==> src/rtl/core/pbwv_pkg.sv <==
`timescale 1ns / 1ps

package pbwv_pkg;

  // Parse phase of the record walker
  typedef enum logic [1:0] {
    PH_KEY    = 2'd0,
    PH_VARINT = 2'd1,
    PH_LENGTH = 2'd2,
    PH_SKIP   = 2'd3
  } phase_t;

  // Wire types accepted in a key
  localparam logic [2:0] WT_VARINT = 3'd0;
  localparam logic [2:0] WT_FIXED64 = 3'd1;
  localparam logic [2:0] WT_LEN = 3'd2;
  localparam logic [2:0] WT_FIXED32 = 3'd5;

  // Field number width and register map
  localparam int FIELD_BITS = 29;
  localparam int ADDR_BITS = 2;
  localparam logic [ADDR_BITS-1:0] REG_MAX_FIELD = 2'd0;

  // Varint byte index saturates here
  localparam logic [3:0] IDX_MAX = 4'd15;

endpackage

==> src/rtl/core/pbwv_in_if.sv <==
`timescale 1ns / 1ps

// Record byte channel
interface pbwv_in_if;
  logic       valid;
  logic       ready;
  logic [7:0] data_byte;
  logic       last_byte;

  modport source (output valid, output data_byte, output last_byte, input ready);
  modport sink (input valid, input data_byte, input last_byte, output ready);
endinterface

==> src/rtl/core/pbwv_out_if.sv <==
`timescale 1ns / 1ps

// Verdict channel
interface pbwv_out_if;
  logic valid;
  logic ready;
  logic record_ok;

  modport source (output valid, output record_ok, input ready);
  modport sink (input valid, input record_ok, output ready);
endinterface

==> src/rtl/core/protobuf_wire_validator.sv <==
`timescale 1ns / 1ps

// Protobuf wire-format validator. Takes one record byte per beat on rec_in and
// gives one verdict beat on verdict for each byte marked last_byte, registered
// when that byte is taken (record_ok = 1 when every key is well formed and the
// record ends on a payload boundary). Throughput is one byte per clock: each
// byte updates the parse state as it is taken, and the verdict sits in one
// output register, so rec_in stalls only while a verdict waits unread. The
// register max_field_number (byte address 0, reset 2^29-1) may be written only
// while no record is in flight. LENGTH_BITS sets the width of the length-prefix
// counter; longer lengths saturate.
module protobuf_wire_validator
  import pbwv_pkg::*;
#(
  parameter int LENGTH_BITS = 32
) (
  input  logic                 clk,
  input  logic                 rst,
  pbwv_in_if.sink              rec_in,
  pbwv_out_if.source           verdict,
  input  logic                 psel,
  input  logic                 penable,
  input  logic                 pwrite,
  input  logic [ADDR_BITS-1:0] paddr,
  input  logic [31:0]          pwdata,
  output logic [31:0]          prdata,
  output logic                 pready
);

  localparam int WIDE_W = 7 * 16;

  // Parse state
  phase_t                  phase, phase_next;
  logic [FIELD_BITS-1:0]   key_accum, key_accum_next;
  logic                    key_too_big, key_too_big_next;
  logic [2:0]              wire_type, wire_type_next;
  logic [3:0]              varint_index, varint_index_next;
  logic [LENGTH_BITS-1:0]  length_accum, length_accum_next;
  logic [LENGTH_BITS-1:0]  bytes_left, bytes_left_next;
  logic                    failed, failed_next;
  logic [FIELD_BITS-1:0]   max_field_number;

  // Output register
  logic out_valid;
  logic out_ok;

  logic       in_fire;
  logic [6:0] pay;
  logic       more;
  logic       key_ended;
  logic       ok_now;
  logic [3:0] idx_inc;
  logic [6:0] len_shift;
  logic [WIDE_W-1:0] len_wide;
  logic       len_over;
  logic [LENGTH_BITS-1:0] len_new;
  logic [LENGTH_BITS-1:0] left_dec;

  assign in_fire = rec_in.valid && rec_in.ready;
  assign rec_in.ready = !out_valid || verdict.ready;
  assign verdict.valid = out_valid;
  assign verdict.record_ok = out_ok;

  assign pay  = rec_in.data_byte[6:0];
  assign more = rec_in.data_byte[7];
  assign idx_inc = (varint_index != IDX_MAX) ? varint_index + 4'd1 : varint_index;

  // Length prefix: place 7 bits at 7*index, saturate on bits past the counter
  assign len_shift = {varint_index, 3'b000} - {3'b000, varint_index};
  assign len_wide  = {{(WIDE_W-7){1'b0}}, pay} << len_shift;
  assign len_over  = |len_wide[WIDE_W-1:LENGTH_BITS];
  assign len_new   = len_over ? '1 : (length_accum | len_wide[LENGTH_BITS-1:0]);
  assign left_dec  = (bytes_left != '0) ? bytes_left - LENGTH_BITS'(1) : bytes_left;

  // Next parse state for the byte on rec_in
  always_comb begin
    phase_next        = phase;
    key_accum_next    = key_accum;
    key_too_big_next  = key_too_big;
    wire_type_next    = wire_type;
    varint_index_next = varint_index;
    length_accum_next = length_accum;
    bytes_left_next   = bytes_left;
    failed_next       = failed;
    key_ended         = 1'b0;
    if (!failed) begin
      unique case (phase)
        PH_KEY: begin
          case (varint_index)
            4'd0: begin
              wire_type_next = pay[2:0];
              key_accum_next = {25'b0, pay[6:3]};
            end
            4'd1: key_accum_next = key_accum | {18'b0, pay, 4'b0};
            4'd2: key_accum_next = key_accum | {11'b0, pay, 11'b0};
            4'd3: key_accum_next = key_accum | {4'b0, pay, 18'b0};
            4'd4: begin
              key_accum_next = key_accum | {pay[3:0], 25'b0};
              if (pay[6:4] != 3'b0) key_too_big_next = 1'b1;
            end
            default: begin
              if (pay != 7'b0) key_too_big_next = 1'b1;
            end
          endcase
          varint_index_next = idx_inc;
          if (!more) begin
            key_ended = 1'b1;
            varint_index_next = 4'd0;
            if (key_too_big_next || key_accum_next == '0 ||
                key_accum_next > max_field_number) begin
              failed_next = 1'b1;
            end else begin
              case (wire_type_next)
                WT_VARINT: phase_next = PH_VARINT;
                WT_FIXED64: begin
                  phase_next = PH_SKIP;
                  bytes_left_next = LENGTH_BITS'(8);
                end
                WT_LEN: begin
                  phase_next = PH_LENGTH;
                  length_accum_next = '0;
                end
                WT_FIXED32: begin
                  phase_next = PH_SKIP;
                  bytes_left_next = LENGTH_BITS'(4);
                end
                default: failed_next = 1'b1;
              endcase
            end
          end
        end
        PH_VARINT: begin
          if (!more) begin
            phase_next = PH_KEY;
            key_accum_next = '0;
            key_too_big_next = 1'b0;
          end
        end
        PH_LENGTH: begin
          length_accum_next = len_new;
          varint_index_next = idx_inc;
          if (!more) begin
            varint_index_next = 4'd0;
            if (len_new == '0) begin
              phase_next = PH_KEY;
              key_accum_next = '0;
              key_too_big_next = 1'b0;
            end else begin
              bytes_left_next = len_new;
              phase_next = PH_SKIP;
            end
          end
        end
        PH_SKIP: begin
          bytes_left_next = left_dec;
          if (left_dec == '0) begin
            phase_next = PH_KEY;
            key_accum_next = '0;
            key_too_big_next = 1'b0;
          end
        end
      endcase
    end
  end

  // Verdict for a record ending on this byte
  assign ok_now = !failed_next && !key_ended && phase_next == PH_KEY &&
                  varint_index_next == 4'd0;

  // Parse state registers; a last byte returns to the start of a record
  always_ff @(posedge clk) begin
    if (rst || (in_fire && rec_in.last_byte)) begin
      phase        <= PH_KEY;
      key_accum    <= '0;
      key_too_big  <= 1'b0;
      wire_type    <= 3'd0;
      varint_index <= 4'd0;
      length_accum <= '0;
      bytes_left   <= '0;
      failed       <= 1'b0;
    end else if (in_fire) begin
      phase        <= phase_next;
      key_accum    <= key_accum_next;
      key_too_big  <= key_too_big_next;
      wire_type    <= wire_type_next;
      varint_index <= varint_index_next;
      length_accum <= length_accum_next;
      bytes_left   <= bytes_left_next;
      failed       <= failed_next;
    end
  end

  // Verdict output register
  always_ff @(posedge clk) begin
    if (rst) begin
      out_valid <= 1'b0;
    end else if (in_fire && rec_in.last_byte) begin
      out_valid <= 1'b1;
    end else if (verdict.ready) begin
      out_valid <= 1'b0;
    end
  end

  always_ff @(posedge clk) begin
    if (in_fire && rec_in.last_byte) begin
      out_ok <= ok_now;
    end
  end

  // Configuration register
  always_ff @(posedge clk) begin
    if (rst) begin
      max_field_number <= '1;
    end else if (psel && penable && pwrite && pready && paddr == REG_MAX_FIELD) begin
      max_field_number <= pwdata[FIELD_BITS-1:0];
    end
  end

  assign pready = 1'b1;
  assign prdata = (paddr == REG_MAX_FIELD) ? {{(32-FIELD_BITS){1'b0}}, max_field_number}
                                           : 32'd0;

  // A verdict appears only after a last byte was taken
  a_verdict_src: assert property (@(posedge clk) disable iff (rst)
    $rose(out_valid) |-> $past(in_fire && rec_in.last_byte))
    else $error("verdict without a last byte");

  // No byte is taken while an unread verdict blocks the output
  a_no_overrun: assert property (@(posedge clk) disable iff (rst)
    (out_valid && !verdict.ready) |-> !rec_in.ready)
    else $error("input taken while verdict stalled");

  // A counted skip always has bytes left to skip
  a_skip_count: assert property (@(posedge clk) disable iff (rst)
    phase == PH_SKIP |-> bytes_left != '0)
    else $error("skip phase with zero count");

  // Varint index runs only inside a key or a length prefix
  a_index_phase: assert property (@(posedge clk) disable iff (rst)
    varint_index != 4'd0 |-> (phase == PH_KEY || phase == PH_LENGTH))
    else $error("varint index outside a varint");

endmodule

==> src/flat_wrapper.sv <==
// flat-port wrapper written by rule: the top's interface ports become plain ports
module protobuf_wire_validator_flat import pbwv_pkg::*;
#(
  parameter int LENGTH_BITS = 32
)
  (clk, rst, psel, penable, pwrite, paddr, pwdata, prdata, pready, rec_in_valid, rec_in_data_byte, rec_in_last_byte, rec_in_ready, verdict_valid, verdict_record_ok, verdict_ready);
  pbwv_in_if rec_in_i ();
  pbwv_out_if verdict_i ();
  input  logic clk;
  input  logic rst;
  input  logic psel;
  input  logic penable;
  input  logic pwrite;
  input  logic [ADDR_BITS-1:0] paddr;
  input  logic [31:0] pwdata;
  output logic [31:0] prdata;
  output logic pready;
  input wire logic [$bits(rec_in_i.valid)-1:0] rec_in_valid;
  input wire logic [$bits(rec_in_i.data_byte)-1:0] rec_in_data_byte;
  input wire logic [$bits(rec_in_i.last_byte)-1:0] rec_in_last_byte;
  output wire logic [$bits(rec_in_i.ready)-1:0] rec_in_ready;
  output wire logic [$bits(verdict_i.valid)-1:0] verdict_valid;
  output wire logic [$bits(verdict_i.record_ok)-1:0] verdict_record_ok;
  input wire logic [$bits(verdict_i.ready)-1:0] verdict_ready;
  assign rec_in_i.valid = rec_in_valid;
  assign rec_in_i.data_byte = rec_in_data_byte;
  assign rec_in_i.last_byte = rec_in_last_byte;
  assign rec_in_ready = rec_in_i.ready;
  assign verdict_valid = verdict_i.valid;
  assign verdict_record_ok = verdict_i.record_ok;
  assign verdict_i.ready = verdict_ready;
  protobuf_wire_validator #(.LENGTH_BITS(LENGTH_BITS)) u_core (.clk(clk), .rst(rst), .rec_in(rec_in_i), .verdict(verdict_i), .psel(psel), .penable(penable), .pwrite(pwrite), .paddr(paddr), .pwdata(pwdata), .prdata(prdata), .pready(pready));
endmodule
==> config.mk <==
export PLATFORM = sky130hd
export DESIGN_NAME = protobuf_wire_validator_flat
export DESIGN_NICKNAME = d
export VERILOG_FILES = /design/src/rtl/core/pbwv_pkg.sv /design/src/rtl/core/pbwv_in_if.sv /design/src/rtl/core/pbwv_out_if.sv /design/src/rtl/core/protobuf_wire_validator.sv /design/src/flat_wrapper.sv
export SDC_FILE = /design/constraint.sdc
export NUM_CORES = 1
export LEC_CHECK = 0
export BUFFER_PORTS_ARGS = -buffer_cell sky130_fd_sc_hd__clkbuf_2
export CORE_MARGIN = 5
export CORE_UTILIZATION = 55
export CTS_CLUSTER_DIAMETER = 30
export DETAILED_ROUTE_END_ITERATION = 8
export GPL_ROUTABILITY_DRIVEN = 0
export PLACE_DENSITY = 0.75
export SYNTH_ARGS = -nofsm -noshare
export SYNTH_HDL_FRONTEND = slang
export SYNTH_SLANG_ARGS = --single-unit
==> constraint.sdc <==
create_clock -name clk -period 5.85 [get_ports clk]
set_clock_uncertainty 0.05 [all_clocks]
set_input_delay 0.2925 -clock clk [delete_from_list [all_inputs] [get_ports clk]]
set_output_delay 0.2925 -clock clk [all_outputs]
set_load 0.02 [all_outputs]
==> flow_summary.ini <==
[cells_and_area]
final_core_util_pct = 62.3
antennaDiodeCount = 0
instances_no_fill = 1607
drive_gt1_share_pct = 13.7
syn2layout_area_growth_pct = 10.7
finalNetCount = 1455

[sta]
tns_ps = 0
max_clock_freq_mhz = 194
hold_viol = 0
fin_crit_ps = 5170
rsz0062_at_grt = false
finalWorstSetupSlack_ps = 684
tightest_slew_ps = 989
drv_slew = 0
relSlewSlack_pct = 33.9
setup_violations = 0
fin_crit_sh_pct = 88.3

[logic_synthesis]
synth_flop_cell = dfxtp_1
synth_seq_cells = 135
synth_edf_count = 1
ys_types = 88
yosys-top-cells-area = dfxtp_1, a21oi_1, nor2_1
ys_warn_count = 0
syn_area_um2 = 9770
yosys.area.top_type_share_pct = 27.5
synth.avg_cell_area_um2 = 7.27
ys_seq_area_share_pct = 27.8
ys_async_sr_fraction_pct = 0
yosys.area.top_type = dfxtp_1
netlist_instances = 1344

[drt]
routedWlPerCell_um = 19.6
drt-total-wl_um = 31400
via_per_inst = 6.61
drtIter0Drc = 1396
ant_nets = 0
route.detailed.drc = 0
vias = 10621
firstDrtPassIters = 6

[clock_tree]
clockRootBuffer = clkbuf_16
postCtsSetupRepairBufs = 0
cts-buffers-inserted = 17
clkSlewWorstSetupHoldPaths_ps = 70
cts_sinks = 135
cts_buffer_depth = 2
htree_num_levels = 4
cts_resized = 0
cts_tree = done
clock_latency_ps = 430

[setup_path]
startpoint = u_core.varint_index[0]$_SDFFE_PP0P_
critPathMaxFanout = 32
r2r-end = u_core.length_accum[0]$_SDFFE_PP0P_
crit_path_end_kind = flip-flop
worstSetupStartpointType = flip-flop
critical_path_buf_inv_count = 1
regToRegSetupSlack_ps = 680
cp_slowest_stage_delay_ps = 630
critical_path_class = flip-flop to flip-flop
reg2reg_from = u_core.varint_index[0]$_SDFFE_PP0P_
path_cells = buf_4 > ha_1 > nor3b_2 > a21oi_1 > nor2_1 > ha_1 > nand3_1 > a21oi_1 > a211oi_1 > o221a_2 > a2bb2oi_1 > o311ai_0 > nand2_1 > nand2_1 > or3_1 > o21ai_0 > nor2_1
critical-path-top-delay-family = simple AND/OR/NAND/NOR gates
reg2regPathDepth = 17
cp.required_ps = 6100
arrival_ps = 5420
slowest_stage = nor3b_2

[pwr]
power.total_w = 0.00269
powerDensity_nw_per_um2 = 248
ir_worst_vdd_v = 0.000231
leakage_nw = 4.40

[global_routing]
grt_overflow = 0
grt_max_degree = 59
antenna_found_initial = 1
grt_pass1_wl_um = 50800
grt_pass1_vias = 9578
track_usage_pct = 30.5

[placed_design]
placed_cells = 1573
port_buffers = 78
pre_cts_slack_ps = 771
hpwl_um = 22400

[floorplan]
die_w_um = 143
initial_core_util_pct = 56.3
ios = 86
die_area_um2 = 20500
row_count = 48
core_um2 = 17400
die_y_um = 143

[min_path]
hold_start = pwdata[17]
hp-class = input pin to flip-flop
hold_depth = 2
hold_path_end = u_core.max_field_number[17]$_SDFFE_PP1P_

[run_status]
status = finished clean

[flow_run]
drv_cap = 0
[flip-flops by register name (all words and copies together), names as in the netlist]
register                  cells
u_core.key_accum             29
u_core.length_accum          32
u_core.varint_index           4
u_core.bytes_left            32
u_core.phase                  2
u_core.key_too_big            1
u_core.verdict.record_ok      1
u_core.max_field_number      29
u_core.wire_type              3
u_core.verdict.valid          1
u_core.failed                 1
[cell families (layout without fill, tap and decap cells)]
logic type / count (synthesis) / in the layout / share of synthesized area [%]
and+or+nand+nor: 514 / 514 / 26.2
AOI/OAI and AO/OA: 450 / 450 / 29.4
buffers and inverters: 163 / 199 / 6.83
DFF: 135 / 135 / 27.8
adders and majority gates: 36 / 36 / 4.61
muxes: 32 / 32 / 4.09
xor gates and xnor gates: 12 / 12 / 1.08
other: 2 / 4 / 0.0769
[final cells by class]
type,instances,area [um2]
multi-input cells,1048,6420
clock buffers,18,439
flip-flops and latches,135,2710
well taps,225,282
fillers,1560,6540
clock inverters,14,96.3
repair buffers,116,681
inverters,51,191
[report_power, final]
part	leakage (nW)	switching [W]	internal (W)	total (W)
combinational	3.03	0.000499	0.000243	0.000742
clock	0.272	0.000442	0.000555	0.000997
sequential	1.09	0.0000138	0.000936	0.000949
[cells in the final DEF (no fill, tap or decap), types with 13 or more instances in the layout]
cell and count:
a211o_1 34, a21oi_1 171, a31oi_1 34, and2_1 13, buf_4 36, clkbuf_16 17, clkbuf_2 78, dfxtp_1 134
ha_1 36, inv_1 50, mux2i_1 20, nand2_1 115, nand3_1 34, nand4_1 17, nor2_1 159, nor3_1 64
nor4_1 22, o211ai_1 27, o21ai_0 73
[synth_stat cells (5+ instances only)]
library cell	count
a2111oi_0	5
a211o_1	34
a211oi_1	9
a21o_1	12
a21oi_1	171
a22o_1	6
a31oi_1	34
and2_1	13
and3_1	5
buf_1	10
buf_2	19
buf_4	6
clkbuf_1	75
dfxtp_1	134
ha_1	36
inv_1	50
mux2i_1	20
nand2_1	115
nand2b_1	5
nand3_1	34
nand4_1	17
nor2_1	161
nor2b_1	11
nor3_1	65
nor3b_1	8
nor4_1	22
nor4b_1	6
o211ai_1	27
o21a_1	5
o21ai_0	73
o21ai_1	5
o311ai_0	5
o31ai_1	10
or2_2	8
or3_1	9
or4_1	5
xnor2_1	8
[metrics by stage]
step / hold slack, ps / area, um2
floorplan: 360 / 9780
global placement: 396 / 10300
detailed placement: 400 / 10300
CTS: 2.98 / 10800
global route: 4.74 / 10800
finish: 5.28 / 10800
[worst max path at each step]
| stage | end | cells past startpoint |
|---|---|---|
| after floorplan | u_core.length_accum[0]$_SDFFE_PP0P_ | 24 |
| final | u_core.length_accum[0]$_SDFFE_PP0P_ | 17 |
| after global placement | u_core.length_accum[13]$_SDFFE_PP0P_ | 18 |
| after detailed placement | u_core.length_accum[30]$_SDFFE_PP0P_ | 17 |
| after CTS | u_core.length_accum[0]$_SDFFE_PP0P_ | 17 |
| after global routing | u_core.length_accum[0]$_SDFFE_PP0P_ | 18 |
[routing by layer]
metal / up-vias / part of all wire, % / track usage, %
met4: 0 / 3.0 / 10.7
met5: - / 0 / 0
met3: 94 / 11 / 6.10
met2: 650 / 42 / 44.5
met1: 4901 / 45 / 44.8
li1: 4976 / - / -
[worst register-to-register path: cells and delay by family (launching register included)]
family / cells / cell delay (ps)
AND/OR/NAND/NOR: 7 / 1930
buffers and inverters: 1 / 350
flip-flops: 1 / 340
adder cells (fa/ha/maj): 2 / 620
AO/OA/AOI/OAI: 7 / 1750
[what timing repair did]
action,4_1_cts,5_1_grt
endpoints found under the hold margin,0,2
hold buffers,0,2
endpoints found under the setup margin,0,0
Note: power is estimated with default switching activity, not from simulation.
